## src/sv/assert_macros.svh

```systemverilog
// Assertion macros used by the datapath RTL file of the articulation point finder.
`ifndef ASSERT_MACROS_SVH
`define ASSERT_MACROS_SVH
`ifndef SYNTHESIS
// Property must hold at every rising clock edge outside reset.
`define AP_ASSERT(lbl, clk, rstn, prop, msg) \
  lbl: assert property (@(posedge clk) disable iff (!rstn) (prop)) else $error(msg);
// Condition must never be true outside reset.
`define AP_NEVER(lbl, clk, rstn, cond, msg) \
  lbl: assert property (@(posedge clk) disable iff (!rstn) !(cond)) else $error(msg);
`else
`define AP_ASSERT(lbl, clk, rstn, prop, msg)
`define AP_NEVER(lbl, clk, rstn, cond, msg)
`endif
`endif

```

## src/sv/apf_pkg.sv

```systemverilog
// Package with shared types and constants of the articulation point finder.
`default_nettype none
package apf_pkg;

  localparam int DefMaxVertices = 64;
  localparam int DefMaxEdges    = 256;
  localparam int FieldW         = 7;
  localparam logic [FieldW-1:0] VcReset = 7'd64;

  localparam logic CmdAdd = 1'b0;
  localparam logic CmdRun = 1'b1;

  typedef enum logic [3:0] {
    ST_IDLE, ST_ADD_WRA, ST_ADD_RDB, ST_ADD_WRB, ST_SCAN, ST_PUSH_FE, ST_STEP,
    ST_EDGE, ST_VIS, ST_POP, ST_COUNT, ST_EMIT, ST_CLEAR
  } state_t;

  typedef enum logic [4:0] {
    OP_NONE, OP_DROP, OP_LOAD, OP_RUN, OP_WR_A, OP_RD_B, OP_WR_B, OP_SCAN_SKIP,
    OP_ROOT, OP_SET_CUR, OP_RD_EDGE, OP_SKIP_EDGE, OP_TEST, OP_CHILD, OP_BACK,
    OP_POP, OP_POP_DONE, OP_MERGE, OP_COUNT_START, OP_COUNT, OP_EMIT_START,
    OP_EMIT, OP_CLEAR
  } op_t;

  typedef struct packed {
    op_t op;
  } apf_cmd_t;

  typedef struct packed {
    logic in_take;
    logic in_run;
    logic add_ok;
    logic scan_done;
    logic root_visited;
    logic cursor_zero;
    logic deep;
    logic edge_skip;
    logic tgt_unvisited;
    logic can_push;
    logic count_done;
    logic emit_fin;
  } apf_stat_t;

endpackage
`default_nettype wire

```

## src/sv/apf_ctrl.sv

```systemverilog
// Controller state machine that sequences edge loads, the walk and the output.
`default_nettype none
module apf_ctrl (
  input  wire logic               clk,
  input  wire logic               rst_n,
  input  wire apf_pkg::apf_stat_t stat,
  output apf_pkg::apf_cmd_t       cmd,
  output logic                    busy
);

  apf_pkg::state_t state_r, state_nxt;

  // State register.
  always_ff @(posedge clk) begin
    if (!rst_n) begin
      state_r <= apf_pkg::ST_IDLE;
    end else begin
      state_r <= state_nxt;
    end
  end

  // Next state and command.
  always_comb begin
    state_nxt = state_r;
    cmd.op    = apf_pkg::OP_NONE;
    busy      = (state_r != apf_pkg::ST_IDLE);
    case (state_r)
      apf_pkg::ST_IDLE: begin
        if (stat.in_take) begin
          if (stat.in_run) begin
            cmd.op    = apf_pkg::OP_RUN;
            state_nxt = apf_pkg::ST_SCAN;
          end else if (stat.add_ok) begin
            cmd.op    = apf_pkg::OP_LOAD;
            state_nxt = apf_pkg::ST_ADD_WRA;
          end else begin
            cmd.op = apf_pkg::OP_DROP;
          end
        end
      end
      apf_pkg::ST_ADD_WRA: begin
        cmd.op    = apf_pkg::OP_WR_A;
        state_nxt = apf_pkg::ST_ADD_RDB;
      end
      apf_pkg::ST_ADD_RDB: begin
        cmd.op    = apf_pkg::OP_RD_B;
        state_nxt = apf_pkg::ST_ADD_WRB;
      end
      apf_pkg::ST_ADD_WRB: begin
        cmd.op    = apf_pkg::OP_WR_B;
        state_nxt = apf_pkg::ST_IDLE;
      end
      apf_pkg::ST_SCAN: begin
        if (stat.scan_done) begin
          cmd.op    = apf_pkg::OP_COUNT_START;
          state_nxt = apf_pkg::ST_COUNT;
        end else if (stat.root_visited) begin
          cmd.op = apf_pkg::OP_SCAN_SKIP;
        end else begin
          cmd.op    = apf_pkg::OP_ROOT;
          state_nxt = apf_pkg::ST_PUSH_FE;
        end
      end
      apf_pkg::ST_PUSH_FE: begin
        cmd.op    = apf_pkg::OP_SET_CUR;
        state_nxt = apf_pkg::ST_STEP;
      end
      apf_pkg::ST_STEP: begin
        if (!stat.cursor_zero) begin
          cmd.op    = apf_pkg::OP_RD_EDGE;
          state_nxt = apf_pkg::ST_EDGE;
        end else if (stat.deep) begin
          cmd.op    = apf_pkg::OP_POP;
          state_nxt = apf_pkg::ST_POP;
        end else begin
          cmd.op    = apf_pkg::OP_POP_DONE;
          state_nxt = apf_pkg::ST_SCAN;
        end
      end
      apf_pkg::ST_EDGE: begin
        if (stat.edge_skip) begin
          cmd.op    = apf_pkg::OP_SKIP_EDGE;
          state_nxt = apf_pkg::ST_STEP;
        end else begin
          cmd.op    = apf_pkg::OP_TEST;
          state_nxt = apf_pkg::ST_VIS;
        end
      end
      apf_pkg::ST_VIS: begin
        if (stat.tgt_unvisited) begin
          cmd.op    = apf_pkg::OP_CHILD;
          state_nxt = stat.can_push ? apf_pkg::ST_PUSH_FE : apf_pkg::ST_STEP;
        end else begin
          cmd.op    = apf_pkg::OP_BACK;
          state_nxt = apf_pkg::ST_STEP;
        end
      end
      apf_pkg::ST_POP: begin
        cmd.op    = apf_pkg::OP_MERGE;
        state_nxt = apf_pkg::ST_STEP;
      end
      apf_pkg::ST_COUNT: begin
        if (stat.count_done) begin
          cmd.op    = apf_pkg::OP_EMIT_START;
          state_nxt = apf_pkg::ST_EMIT;
        end else begin
          cmd.op = apf_pkg::OP_COUNT;
        end
      end
      apf_pkg::ST_EMIT: begin
        cmd.op = apf_pkg::OP_EMIT;
        if (stat.emit_fin) begin
          state_nxt = apf_pkg::ST_CLEAR;
        end
      end
      apf_pkg::ST_CLEAR: begin
        cmd.op    = apf_pkg::OP_CLEAR;
        state_nxt = apf_pkg::ST_IDLE;
      end
      default: begin
        state_nxt = apf_pkg::ST_IDLE;
      end
    endcase
  end

endmodule
`default_nettype wire

```

## config.mk

```make
export PLATFORM = sky130hd
export DESIGN_NAME = apf_ctrl
export DESIGN_NICKNAME = d
export VERILOG_FILES = /design/src/sv/assert_macros.svh /design/src/sv/apf_pkg.sv /design/src/sv/apf_ctrl.sv
export SDC_FILE = /design/constraint.sdc
export NUM_CORES = 1
export LEC_CHECK = 0
export BUFFER_PORTS_ARGS = -buffer_cell sky130_fd_sc_hd__buf_2
export CELL_PAD_IN_SITES_DETAIL_PLACEMENT = 0
export CELL_PAD_IN_SITES_GLOBAL_PLACEMENT = 1
export CORE_ASPECT_RATIO = 1.4
export CORE_MARGIN = 3
export CORE_UTILIZATION = 33
export CTS_BUF_LIST = sky130_fd_sc_hd__clkbuf_16
export DETAILED_ROUTE_END_ITERATION = 7
export MAX_ROUTING_LAYER = met4
export PLACE_DENSITY = 0.86
export RECOVER_POWER = 50
export SKIP_LAST_GASP = 1
export SYNTH_ARGS = -nofsm -noshare
export SYNTH_HDL_FRONTEND = slang
export SYNTH_SLANG_ARGS = --single-unit
```

## constraint.sdc

```tcl
create_clock -name clk -period 1.98 [get_ports clk]
set_input_delay 0.099 -clock clk [delete_from_list [all_inputs] [get_ports clk]]
set_output_delay 0.099 -clock clk [all_outputs]
set_load 0.005 [all_outputs]
```

After elaboration in Yosys (flattened, before gate mapping) --
Cells that the tools add are included. Widths: inputs -> output; s select.
Operators by class: reduce and logical (&&, ||, !) cells 4, mux-type cells 24, eq/ne operators 17
Operators with widths (number):
- $pmux 5 s13 | 1
- $mux 4 | 11
- $pmux 4 s10 | 1
- $eq 4x4->1 const B | 5
- $eq 4x3->1 const B | 4
- $mux 5 | 3
- $mux 2 | 6
- $eq 4x2->1 const B | 2
- $mux 3 | 2
- $ne 2x2->1 const B | 3
- $ne 3x3->1 const B | 2
- $reduce_and 5->1 | 1
- $eq 4x1->1 const B | 1
- $logic_not 4->1 | 1
- $reduce_bool 4->1 | 1
- $reduce_or 2->1 | 1
Word-level totals: input port bits 14, word-level logic and storage cells 46, output and inout bits 6, bits in registers 4

Depth between registers and ports, before layout --
Gate-level depths: netlist of the first run.
word-level depth 4, gate-level depth with buffers 6, gate-level depth less buffers 4

Least setup slack after synthesis of the first run --
Ideal clock, no wire load.
path type flip-flop to flip-flop, from register state_r[1], to register state_r[1], required time 1853 ps, period minus slack after synthesis 1405 ps, path buffers 1, path slack 575 ps, stages on the path, launching flop included 6, setup time 127 ps, arrival 1278 ps, path through dfxtp_1 -> buf_2 -> nor2_1 -> nor4b_2 -> a2111o_1 -> o21ai_0
On the way: cells in the longest elaborated chain, start to end 3, elaborated cells on any way between the ends 19, classes of those cells eq/ne (15); mux (1); reduce/logical (3)
Ends and longest elaborated chain:
- from (decl) | line apf_ctrl.sv:11 | apf_pkg::state_t state_r, state_nxt;
- from (signal assigned) | line apf_ctrl.sv:16 | state_r <= apf_pkg::ST_IDLE;
- from (signal assigned) | line apf_ctrl.sv:18 | state_r <= state_nxt;
- $eq 4x4->1, or another cell as far along | line apf_ctrl.sv:27 | case (state_r)
- $reduce_or 2->1 (no source line), or another cell as far along
- $pmux 4 s10 / $reduce_and 5->1 (equally long branches)
Parallel ways exist; a longest one is shown, timed or not. A chain may end at the register's enable or synchronous reset.

==> impl_metrics.prom, run 1 <==
# TYPE chip_impl_metric gauge
chip_impl_metric{name="number_of_nets_in_the_layout",unit=""} 132
chip_impl_metric{name="power.leakage",unit="nW"} 0.3417
chip_impl_metric{name="maximum_achievable_frequency",unit="MHz"} 532.0
chip_impl_metric{name="grt_pass1_wl",unit="mm"} 3.277
chip_impl_metric{name="io_pins",unit=""} 20
chip_impl_info{name="main_combinational_cell_family_by_area_after_synthesis",value="compound AO/OA/AOI/OAI gates"} 1
chip_impl_metric{name="floorplan.die_area",unit="µm²"} 2492
chip_impl_info{name="post_synth_main_area_contributors",value="sky130_fd_sc_hd__dfxtp_1 13%, sky130_fd_sc_hd__a21oi_1 7.1%, sky130_fd_sc_hd__o21ai_0 7.1%"} 1
chip_impl_metric{name="clock_skew",unit="ps"} 2.198
chip_impl_metric{name="arrival_time_reported_for_the_critical_path_endpoint",unit="ps"} 1780
chip_impl_metric{name="chipWidth",unit="µm"} 43.06
chip_impl_metric{name="wl",unit="mm"} 2.025
chip_impl_metric{name="final_standard_cell_area_without_fillers",unit="µm²"} 837.1
chip_impl_info{name="cts.root.buffer_cell",value="sky130_fd_sc_hd__clkbuf_16"} 1
chip_impl_metric{name="initial_core_util",unit="%"} 35.21
chip_impl_info{name="path_class",value="reg2out"} 1
chip_impl_metric{name="gr-usage-all-layers",unit="%"} 17.55
chip_impl_metric{name="clock_latency",unit="ps"} 230
chip_impl_info{name="largest-register",value="state_r"} 1
chip_impl_metric{name="finalWorstPathRequiredPeriod",unit="ps"} 1880
chip_impl_metric{name="synth.area.mux_share",unit="%"} 1.578
chip_impl_metric{name="post_synth_edffs",unit=""} 0
chip_impl_metric{name="timing.final.max_slew_violations",unit=""} 0
chip_impl_metric{name="period_share",unit="%"} 94.93
chip_impl_metric{name="clkSinkCount",unit=""} 4
chip_impl_info{name="synth_commonest_cells",value="9 x sky130_fd_sc_hd__a21oi_1, 9 x sky130_fd_sc_hd__o21ai_0, 7 x sky130_fd_sc_hd__nor2_1"} 1
chip_impl_metric{name="grt_antenna_before_repair",unit=""} 0
chip_impl_info{name="outcome",value="completed"} 1
chip_impl_metric{name="cts_resized",unit=""} 0
chip_impl_metric{name="final.hold.worst_slack",unit="ps"} 120.7
chip_impl_metric{name="number_of_clock_buffers_inserted_by_tritoncts",unit=""} 3
chip_impl_metric{name="maximum_number_of_pins_on_one_net_before_global_route_repair",unit=""} 16
chip_impl_metric{name="multiInputGateArea",unit="µm²"} 488.0
chip_impl_info{name="rr_endpoint",value="state_r[1]$_SDFFE_PN0P_"} 1
chip_impl_metric{name="grt_pass1_vias",unit=""} 761
chip_impl_metric{name="cts.hold.buffers_added",unit=""} 0
chip_impl_info{name="worst_hold_path.endpoint",value="state_r[2]$_SDFFE_PN0P_"} 1
chip_impl_metric{name="number_of_cells_traversed_by_the_worst_register_to_register_path",unit=""} 4
chip_impl_metric{name="power_density",unit="nW/µm²"} 1553
chip_impl_info{name="timing.hold.worst.class",value="in2reg"} 1
chip_impl_metric{name="core_area",unit="µm²"} 1802
chip_impl_metric{name="compound_gate_portion_of_the_synthesized_area",unit="%"} 45.17
chip_impl_info{name="critical_path.cell_chain",value="nand2b_1 > buf_4 > o32a_1 > a22o_1 > buf_2"} 1
chip_impl_metric{name="synth.net_count",unit=""} 110
chip_impl_metric{name="timing_hold_violations_final",unit=""} 0
chip_impl_metric{name="min_path_cells",unit=""} 3
chip_impl_metric{name="grt_overflow",unit=""} 0
chip_impl_metric{name="final-instance-count-excl-fill",unit=""} 136
chip_impl_metric{name="post-cts-setup-buffer-count",unit=""} 0
chip_impl_metric{name="detailed_place_hpwl",unit="mm"} 1.584
chip_impl_metric{name="drt_drc",unit=""} 0
chip_impl_metric{name="tightestPinTransition",unit="ps"} 502.4
chip_impl_metric{name="max_stage_delay",unit="ps"} 520
chip_impl_metric{name="num_vias",unit=""} 827
chip_impl_info{name="tritoncts",value="built"} 1
chip_impl_metric{name="postSynth.asyncResetShare",unit="%"} 0
chip_impl_metric{name="setup_viol",unit=""} 0
chip_impl_metric{name="timing.reg2reg.setup_slack",unit="ps"} 280
chip_impl_metric{name="ff_latch_area",unit="µm²"} 80.08
chip_impl_metric{name="placement_rows",unit=""} 18
chip_impl_metric{name="ys.warnings.count",unit=""} 0
chip_impl_metric{name="synth-adder-area-share",unit="%"} 0
chip_impl_info{name="crit_path_top_delay_cell",value="sky130_fd_sc_hd__dfxtp_1"} 1
chip_impl_info{name="largestRegisters",value="state_r (4)"} 1
chip_impl_metric{name="clkSlewWorstSetupHoldPaths",unit="ps"} 30
chip_impl_metric{name="worst-path-max-fanout",unit=""} 10
chip_impl_metric{name="synth_seq_area_share",unit="%"} 12.62
chip_impl_metric{name="synth_largest_type_area_fraction",unit="%"} 12.62
chip_impl_metric{name="syn_to_final_growth",unit="%"} 31.95
chip_impl_info{name="crit-reg2reg-launch",value="state_r[2]$_SDFFE_PN0P_"} 1
chip_impl_metric{name="global_placer_s_final_weighted_congestion",unit=""} 0.9634
chip_impl_metric{name="synth_cells",unit=""} 96
chip_impl_metric{name="antennaDiodeCount",unit=""} 0
chip_impl_metric{name="synthesized_cell_area",unit="µm²"} 634.4
chip_impl_metric{name="ys_ff_latch",unit=""} 4
chip_impl_metric{name="clock_tree.htree_level_count",unit=""} 1
chip_impl_info{name="timing.critical_path.from_type",value="flip-flop"} 1
chip_impl_info{name="setup.worst_path.end_class",value="output port"} 1
chip_impl_metric{name="drt-pass1-iter-count",unit=""} 4
chip_impl_metric{name="placed_cells_incl_taps",unit=""} 133
chip_impl_metric{name="vdd_drop_max",unit="V"} 0.0005816
chip_impl_metric{name="fillCellCount",unit=""} 199
chip_impl_metric{name="drive_gt1_share",unit="%"} 25.00
chip_impl_metric{name="clock_path_buffers",unit=""} 2
chip_impl_metric{name="wl_per_cell",unit="µm"} 14.89
chip_impl_metric{name="timing.max_cap.violations",unit=""} 0
chip_impl_metric{name="relSlewSlack",unit="%"} 66.42
chip_impl_info{name="ys.flop_type",value="sky130_fd_sc_hd__dfxtp_1"} 1
chip_impl_metric{name="port-buffer-count",unit=""} 19
chip_impl_info{name="yosys.area.top_type",value="sky130_fd_sc_hd__dfxtp_1"} 1
chip_impl_metric{name="drt_iter0_drc",unit=""} 38
chip_impl_info{name="rsz0062_at_grt",value="false"} 1
chip_impl_metric{name="post_synth_num_cell_types",unit=""} 35
chip_impl_metric{name="synth_xor_area_share",unit="%"} 0
chip_impl_info{name="hp-start",value="rst_n"} 1
chip_impl_metric{name="die_h",unit="µm"} 57.88
chip_impl_metric{name="synth_simple_gate_area_share",unit="%"} 30.18
chip_impl_metric{name="worst_ep_required_time",unit="ps"} 1880
chip_impl_metric{name="synth.avg_cell_area",unit="µm²"} 6.608
chip_impl_metric{name="fin_tns_setup",unit="ps"} 0
chip_impl_metric{name="largest_register_ff_count",unit=""} 4
chip_impl_metric{name="post_dp_cell_area",unit="µm²"} 763.2
chip_impl_metric{name="postRouteAntennaNets",unit=""} 0
chip_impl_metric{name="viasPerCell",unit=""} 6.081
## logic make-up (layout without fill, tap and decap cells)
| logic type | count (synthesis) | in the layout |
|---|---|---|
| multiplexers | 1 | 1 |
| flip-flops | 4 | 4 |
| buffers and inverters | 15 | 35 |
| AND/OR/NAND/NOR | 35 | 35 |
| AO/OA/AOI/OAI | 41 | 41 |
## how the worst max path moves through the flow
stage	to	slack, ps	from
after floorplan	state_r[1]$_SDFFE_PN0P_	580	state_r[1]$_SDFFE_PN0P_
after CTS	cmd[1]	130	state_r[2]$_SDFFE_PN0P_
after global placement	state_r[1]$_SDFFE_PN0P_	280	state_r[2]$_SDFFE_PN0P_
final	cmd[1]	100	state_r[2]$_SDFFE_PN0P_
after global routing	cmd[1]	40	state_r[2]$_SDFFE_PN0P_
after detailed placement	state_r[1]$_SDFFE_PN0P_	310	state_r[2]$_SDFFE_PN0P_
## critical path, delay by kind of cell, from the launching register on
family / cells / cell delay (ps)
simple gates: 1 / 200
flops: 1 / 520
compound gates: 2 / 510
buf+inv: 2 / 320
## stage by stage
step	util [%]	worst slack (ps)	total power, mW
final	46.46	100.5	1.300
after global routing	46.46	41.03	1.392
after CTS	46.53	130.4	1.297
after detailed placement	42.36	311.3	0.9716
after global placement	42.36	283.4	0.9751
after floorplan	-	575.5	0.7054
## layout make-up
type,count,share of cell area [%]
multi-input cells,77,58.30
inverters,6,2.691
repair buffers,26,17.49
flip-flops and latches,4,9.567
clock buffers,3,8.969
well taps,20,2.990
## cell usage in the layout, fill, tap and decap left out, types with 2 or more instances in the layout
cell type / count
sky130_fd_sc_hd__buf_2: 18
sky130_fd_sc_hd__o21ai_0: 9
sky130_fd_sc_hd__a21oi_1: 9
sky130_fd_sc_hd__nor2_1: 7
sky130_fd_sc_hd__buf_4: 7
sky130_fd_sc_hd__nand2b_1: 6
sky130_fd_sc_hd__inv_1: 6
sky130_fd_sc_hd__nand2_1: 6
sky130_fd_sc_hd__nor3_1: 4
sky130_fd_sc_hd__dfxtp_1: 4
sky130_fd_sc_hd__a311oi_1: 3
sky130_fd_sc_hd__a2111o_1: 3
sky130_fd_sc_hd__nor2b_1: 3
sky130_fd_sc_hd__clkbuf_16: 3
sky130_fd_sc_hd__o22ai_1: 2
sky130_fd_sc_hd__nand3_1: 2
sky130_fd_sc_hd__and2_1: 2
sky130_fd_sc_hd__a21boi_0: 2
sky130_fd_sc_hd__o21a_1: 2
sky130_fd_sc_hd__o31ai_1: 2
## where the power goes
group          internal (mW)  leakage, nW  total, mW  switching, mW
sequential             0.111       0.0327      0.175         0.0640
clock                  0.258       0.0370      0.320         0.0615
combinational          0.385        0.272      0.804          0.419
## metal layers
layer	wire length [µm]	global-route usage, %
met4	56	9.914
met3	103	3.416
met1	776	17.55
met5	0	-
met2	1089	31.12
Power figures use the tool's default switching activity.
==> inputs of run 2 (changes only) <==
--- a/config.mk
+++ b/config.mk
@@ -6,12 +6,12 @@
 export NUM_CORES = 1
 export LEC_CHECK = 0
 export BUFFER_PORTS_ARGS = -buffer_cell sky130_fd_sc_hd__buf_2
+export CAP_MARGIN = 10
 export CELL_PAD_IN_SITES_DETAIL_PLACEMENT = 0
 export CELL_PAD_IN_SITES_GLOBAL_PLACEMENT = 1
 export CORE_ASPECT_RATIO = 1.4
 export CORE_MARGIN = 3
 export CORE_UTILIZATION = 33
-export CTS_BUF_LIST = sky130_fd_sc_hd__clkbuf_16
 export DETAILED_ROUTE_END_ITERATION = 7
 export MAX_ROUTING_LAYER = met4
 export PLACE_DENSITY = 0.86
==> run 2 against run 1 <==
Core utilization shrank 3.0 points. Combinational power shrank 0.6%. Highest routed layer unchanged. Largest cell class unchanged. Wire length grew 1.4%.
==> impl_metrics.prom, run 2 (synthesis results as in run 1) <==
# TYPE chip_impl_metric gauge
chip_impl_info{name="outcome",value="completed"} 1
chip_impl_metric{name="power.leakage",unit="nW"} 0.3199
chip_impl_metric{name="power_density",unit="nW/µm²"} 1381
chip_impl_metric{name="period_share",unit="%"} 92.59
chip_impl_metric{name="tightestPinTransition",unit="ps"} 498.1
chip_impl_metric{name="viasPerCell",unit=""} 6.221
chip_impl_metric{name="grt_pass1_vias",unit=""} 771
chip_impl_metric{name="number_of_clock_buffers_inserted_by_tritoncts",unit=""} 3
chip_impl_metric{name="clock_skew",unit="ps"} 0.2031
chip_impl_metric{name="cts.hold.buffers_added",unit=""} 0
chip_impl_metric{name="post_dp_cell_area",unit="µm²"} 763.2
chip_impl_metric{name="io_pins",unit=""} 20
chip_impl_metric{name="syn_to_final_growth",unit="%"} 23.47
chip_impl_metric{name="vdd_drop_max",unit="V"} 0.0005862
chip_impl_info{name="cts.root.buffer_cell",value="sky130_fd_sc_hd__clkbuf_4"} 1
chip_impl_metric{name="worst-path-max-fanout",unit=""} 10
chip_impl_metric{name="timing_hold_violations_final",unit=""} 0
chip_impl_metric{name="final.hold.worst_slack",unit="ps"} 111.7
chip_impl_metric{name="drt_drc",unit=""} 0
chip_impl_metric{name="number_of_nets_in_the_layout",unit=""} 132
chip_impl_metric{name="fin_tns_setup",unit="ps"} 0
chip_impl_metric{name="setup_viol",unit=""} 0
chip_impl_metric{name="drive_gt1_share",unit="%"} 25.86
chip_impl_info{name="largestRegisters",value="state_r (4)"} 1
chip_impl_metric{name="wl",unit="mm"} 2.053
chip_impl_info{name="timing.critical_path.from_type",value="flip-flop"} 1
chip_impl_metric{name="antennaDiodeCount",unit=""} 0
chip_impl_metric{name="arrival_time_reported_for_the_critical_path_endpoint",unit="ps"} 1730
chip_impl_metric{name="power_frac_seq",unit="%"} 16.5
chip_impl_info{name="path_class",value="reg2out"} 1
chip_impl_metric{name="drt-pass1-iter-count",unit=""} 4
chip_impl_metric{name="max_stage_delay",unit="ps"} 470
chip_impl_metric{name="min_path_cells",unit=""} 3
chip_impl_info{name="rsz0062_at_grt",value="false"} 1
chip_impl_metric{name="fillCellCount",unit=""} 208
chip_impl_info{name="setup.worst_path.end_class",value="output port"} 1
chip_impl_metric{name="timing.final.max_slew_violations",unit=""} 0
chip_impl_metric{name="clock_latency",unit="ps"} 240
chip_impl_metric{name="clkSlewWorstSetupHoldPaths",unit="ps"} 40
chip_impl_metric{name="detailed_place_hpwl",unit="mm"} 1.584
chip_impl_metric{name="p_int",unit="µW"} 556.4
chip_impl_metric{name="power.total",unit="mW"} 1.082
chip_impl_metric{name="switchingPower",unit="µW"} 525.5
chip_impl_info{name="most-common-layout-cells",value="19 x sky130_fd_sc_hd__buf_2, 9 x sky130_fd_sc_hd__o21ai_0, 9 x sky130_fd_sc_hd__a21oi_1, 7 x sky130_fd_sc_hd__nor2_1"} 1
chip_impl_metric{name="post-cts-setup-buffer-count",unit=""} 0
chip_impl_metric{name="drt_iter0_drc",unit=""} 35
chip_impl_metric{name="cts_resized",unit=""} 0
chip_impl_metric{name="relSlewSlack",unit="%"} 66.71
chip_impl_metric{name="port-buffer-count",unit=""} 19
chip_impl_metric{name="floorplan.die_area",unit="µm²"} 2492
chip_impl_metric{name="num_vias",unit=""} 846
chip_impl_metric{name="core_area",unit="µm²"} 1802
chip_impl_metric{name="largest_register_ff_count",unit=""} 4
chip_impl_metric{name="p_clk_share",unit="%"} 9.7
chip_impl_info{name="final_common_cell",value="sky130_fd_sc_hd__buf_2"} 1
chip_impl_metric{name="placement_rows",unit=""} 18
chip_impl_metric{name="critical_path_buf_inv_count",unit=""} 2
chip_impl_metric{name="initial_core_util",unit="%"} 35.21
chip_impl_metric{name="timing.max_cap.violations",unit=""} 0
chip_impl_metric{name="maximum_number_of_pins_on_one_net_before_global_route_repair",unit=""} 16
chip_impl_info{name="timing.hold.worst.class",value="in2reg"} 1
chip_impl_metric{name="worst_ep_required_time",unit="ps"} 1880
chip_impl_metric{name="number_of_cells_traversed_by_the_worst_register_to_register_path",unit=""} 4
chip_impl_metric{name="combPwrFrac",unit="%"} 73.8
chip_impl_metric{name="finalWorstPathRequiredPeriod",unit="ps"} 1833
chip_impl_metric{name="final-instance-count-excl-fill",unit=""} 136
chip_impl_metric{name="die_h",unit="µm"} 57.88
chip_impl_info{name="crit_family",value="compound AO/OA/AOI/OAI gates"} 1
chip_impl_metric{name="grt_antenna_before_repair",unit=""} 0
chip_impl_metric{name="wl_per_cell",unit="µm"} 15.10
chip_impl_info{name="critical_path.cell_chain",value="buf_4 > nor2b_1 > o21ai_0 > a2111o_1 > buf_2"} 1
chip_impl_metric{name="cell_count_along_the_critical_path",unit=""} 5
chip_impl_info{name="crit_path_top_delay_cell",value="sky130_fd_sc_hd__dfxtp_1"} 1
chip_impl_metric{name="clock_tree.htree_level_count",unit=""} 1
chip_impl_metric{name="gr-usage-all-layers",unit="%"} 18.00
chip_impl_metric{name="switching_share",unit="%"} 48.57
chip_impl_metric{name="grt_overflow",unit=""} 0
chip_impl_metric{name="placed_cells_incl_taps",unit=""} 133
chip_impl_metric{name="maximum_achievable_frequency",unit="MHz"} 545.5
chip_impl_metric{name="global_placer_s_final_weighted_congestion",unit=""} 0.9634
chip_impl_metric{name="clkSinkCount",unit=""} 4
chip_impl_metric{name="grt_pass1_wl",unit="mm"} 3.360
chip_impl_metric{name="postRouteAntennaNets",unit=""} 0
chip_impl_metric{name="chipWidth",unit="µm"} 43.06
chip_impl_metric{name="final_standard_cell_area_without_fillers",unit="µm²"} 783.3
chip_impl_info{name="tritoncts",value="built"} 1
chip_impl_info{name="largest-register",value="state_r"} 1
chip_impl_metric{name="clock_path_buffers",unit=""} 2
-- run 2: cell counts in the layout (fill, tap and decap cells not counted) --
No cell type changed its count.
-- run 2: cell type report --
type	count	area [µm²]	share of cell area [%]
Clock buffer	3	22.52	2.875
Inverter	6	22.52	2.875
Multi-Input combinational cell	77	488.0	62.30
Sequential cell	4	81.33	10.38
Tap cell	20	25.02	3.195
Timing Repair Buffer	26	143.9	18.37
-- run 2: path summary, 6_finish.rpt --
path	slack [ps]	to	start
worst min register to register	700	state_r[3]$_SDFFE_PN0P_	state_r[0]$_SDFFE_PN0P_
worst min-delay path	110	state_r[2]$_SDFFE_PN0P_	rst_n
worst max-delay path	150	cmd[0]	state_r[1]$_SDFFE_PN0P_
worst max register to register	350	state_r[1]$_SDFFE_PN0P_	state_r[3]$_SDFFE_PN0P_
-- run 2: metal layers --
layer  vias to the layer above  global-route usage (%)  routed length, µm
li1                        404                       -                  -
met5                         -                       -                  0
met3                         9                   2.795                 90
met2                        32                   31.76               1092
met1                       401                   18.30                801
met4                         0                   10.78                 69
-- run 2: metrics by stage --
stage	setup slack [ps]	utilization, %
after global routing	33.14	43.47
after CTS	104.5	43.61
final	146.7	43.47
after floorplan	575.5	-
after detailed placement	311.3	42.36
after global placement	283.4	42.36
-- run 2: tightest hold or removal path: stages --
cell and delay (ps):
sky130_fd_sc_hd__buf_2 110, sky130_fd_sc_hd__nand2_1 50, sky130_fd_sc_hd__o31ai_1 60
-- run 2: power by group through the flow --
stage | clock, mW | combinational (mW) | sequential, mW
floorplan | 0 | 0.585 | 0.120
global placement | 0 | 0.802 | 0.173
detailed placement | 0 | 0.798 | 0.173
CTS | 0.104 | 0.807 | 0.173
global route | 0.112 | 0.880 | 0.183
finish | 0.105 | 0.799 | 0.178
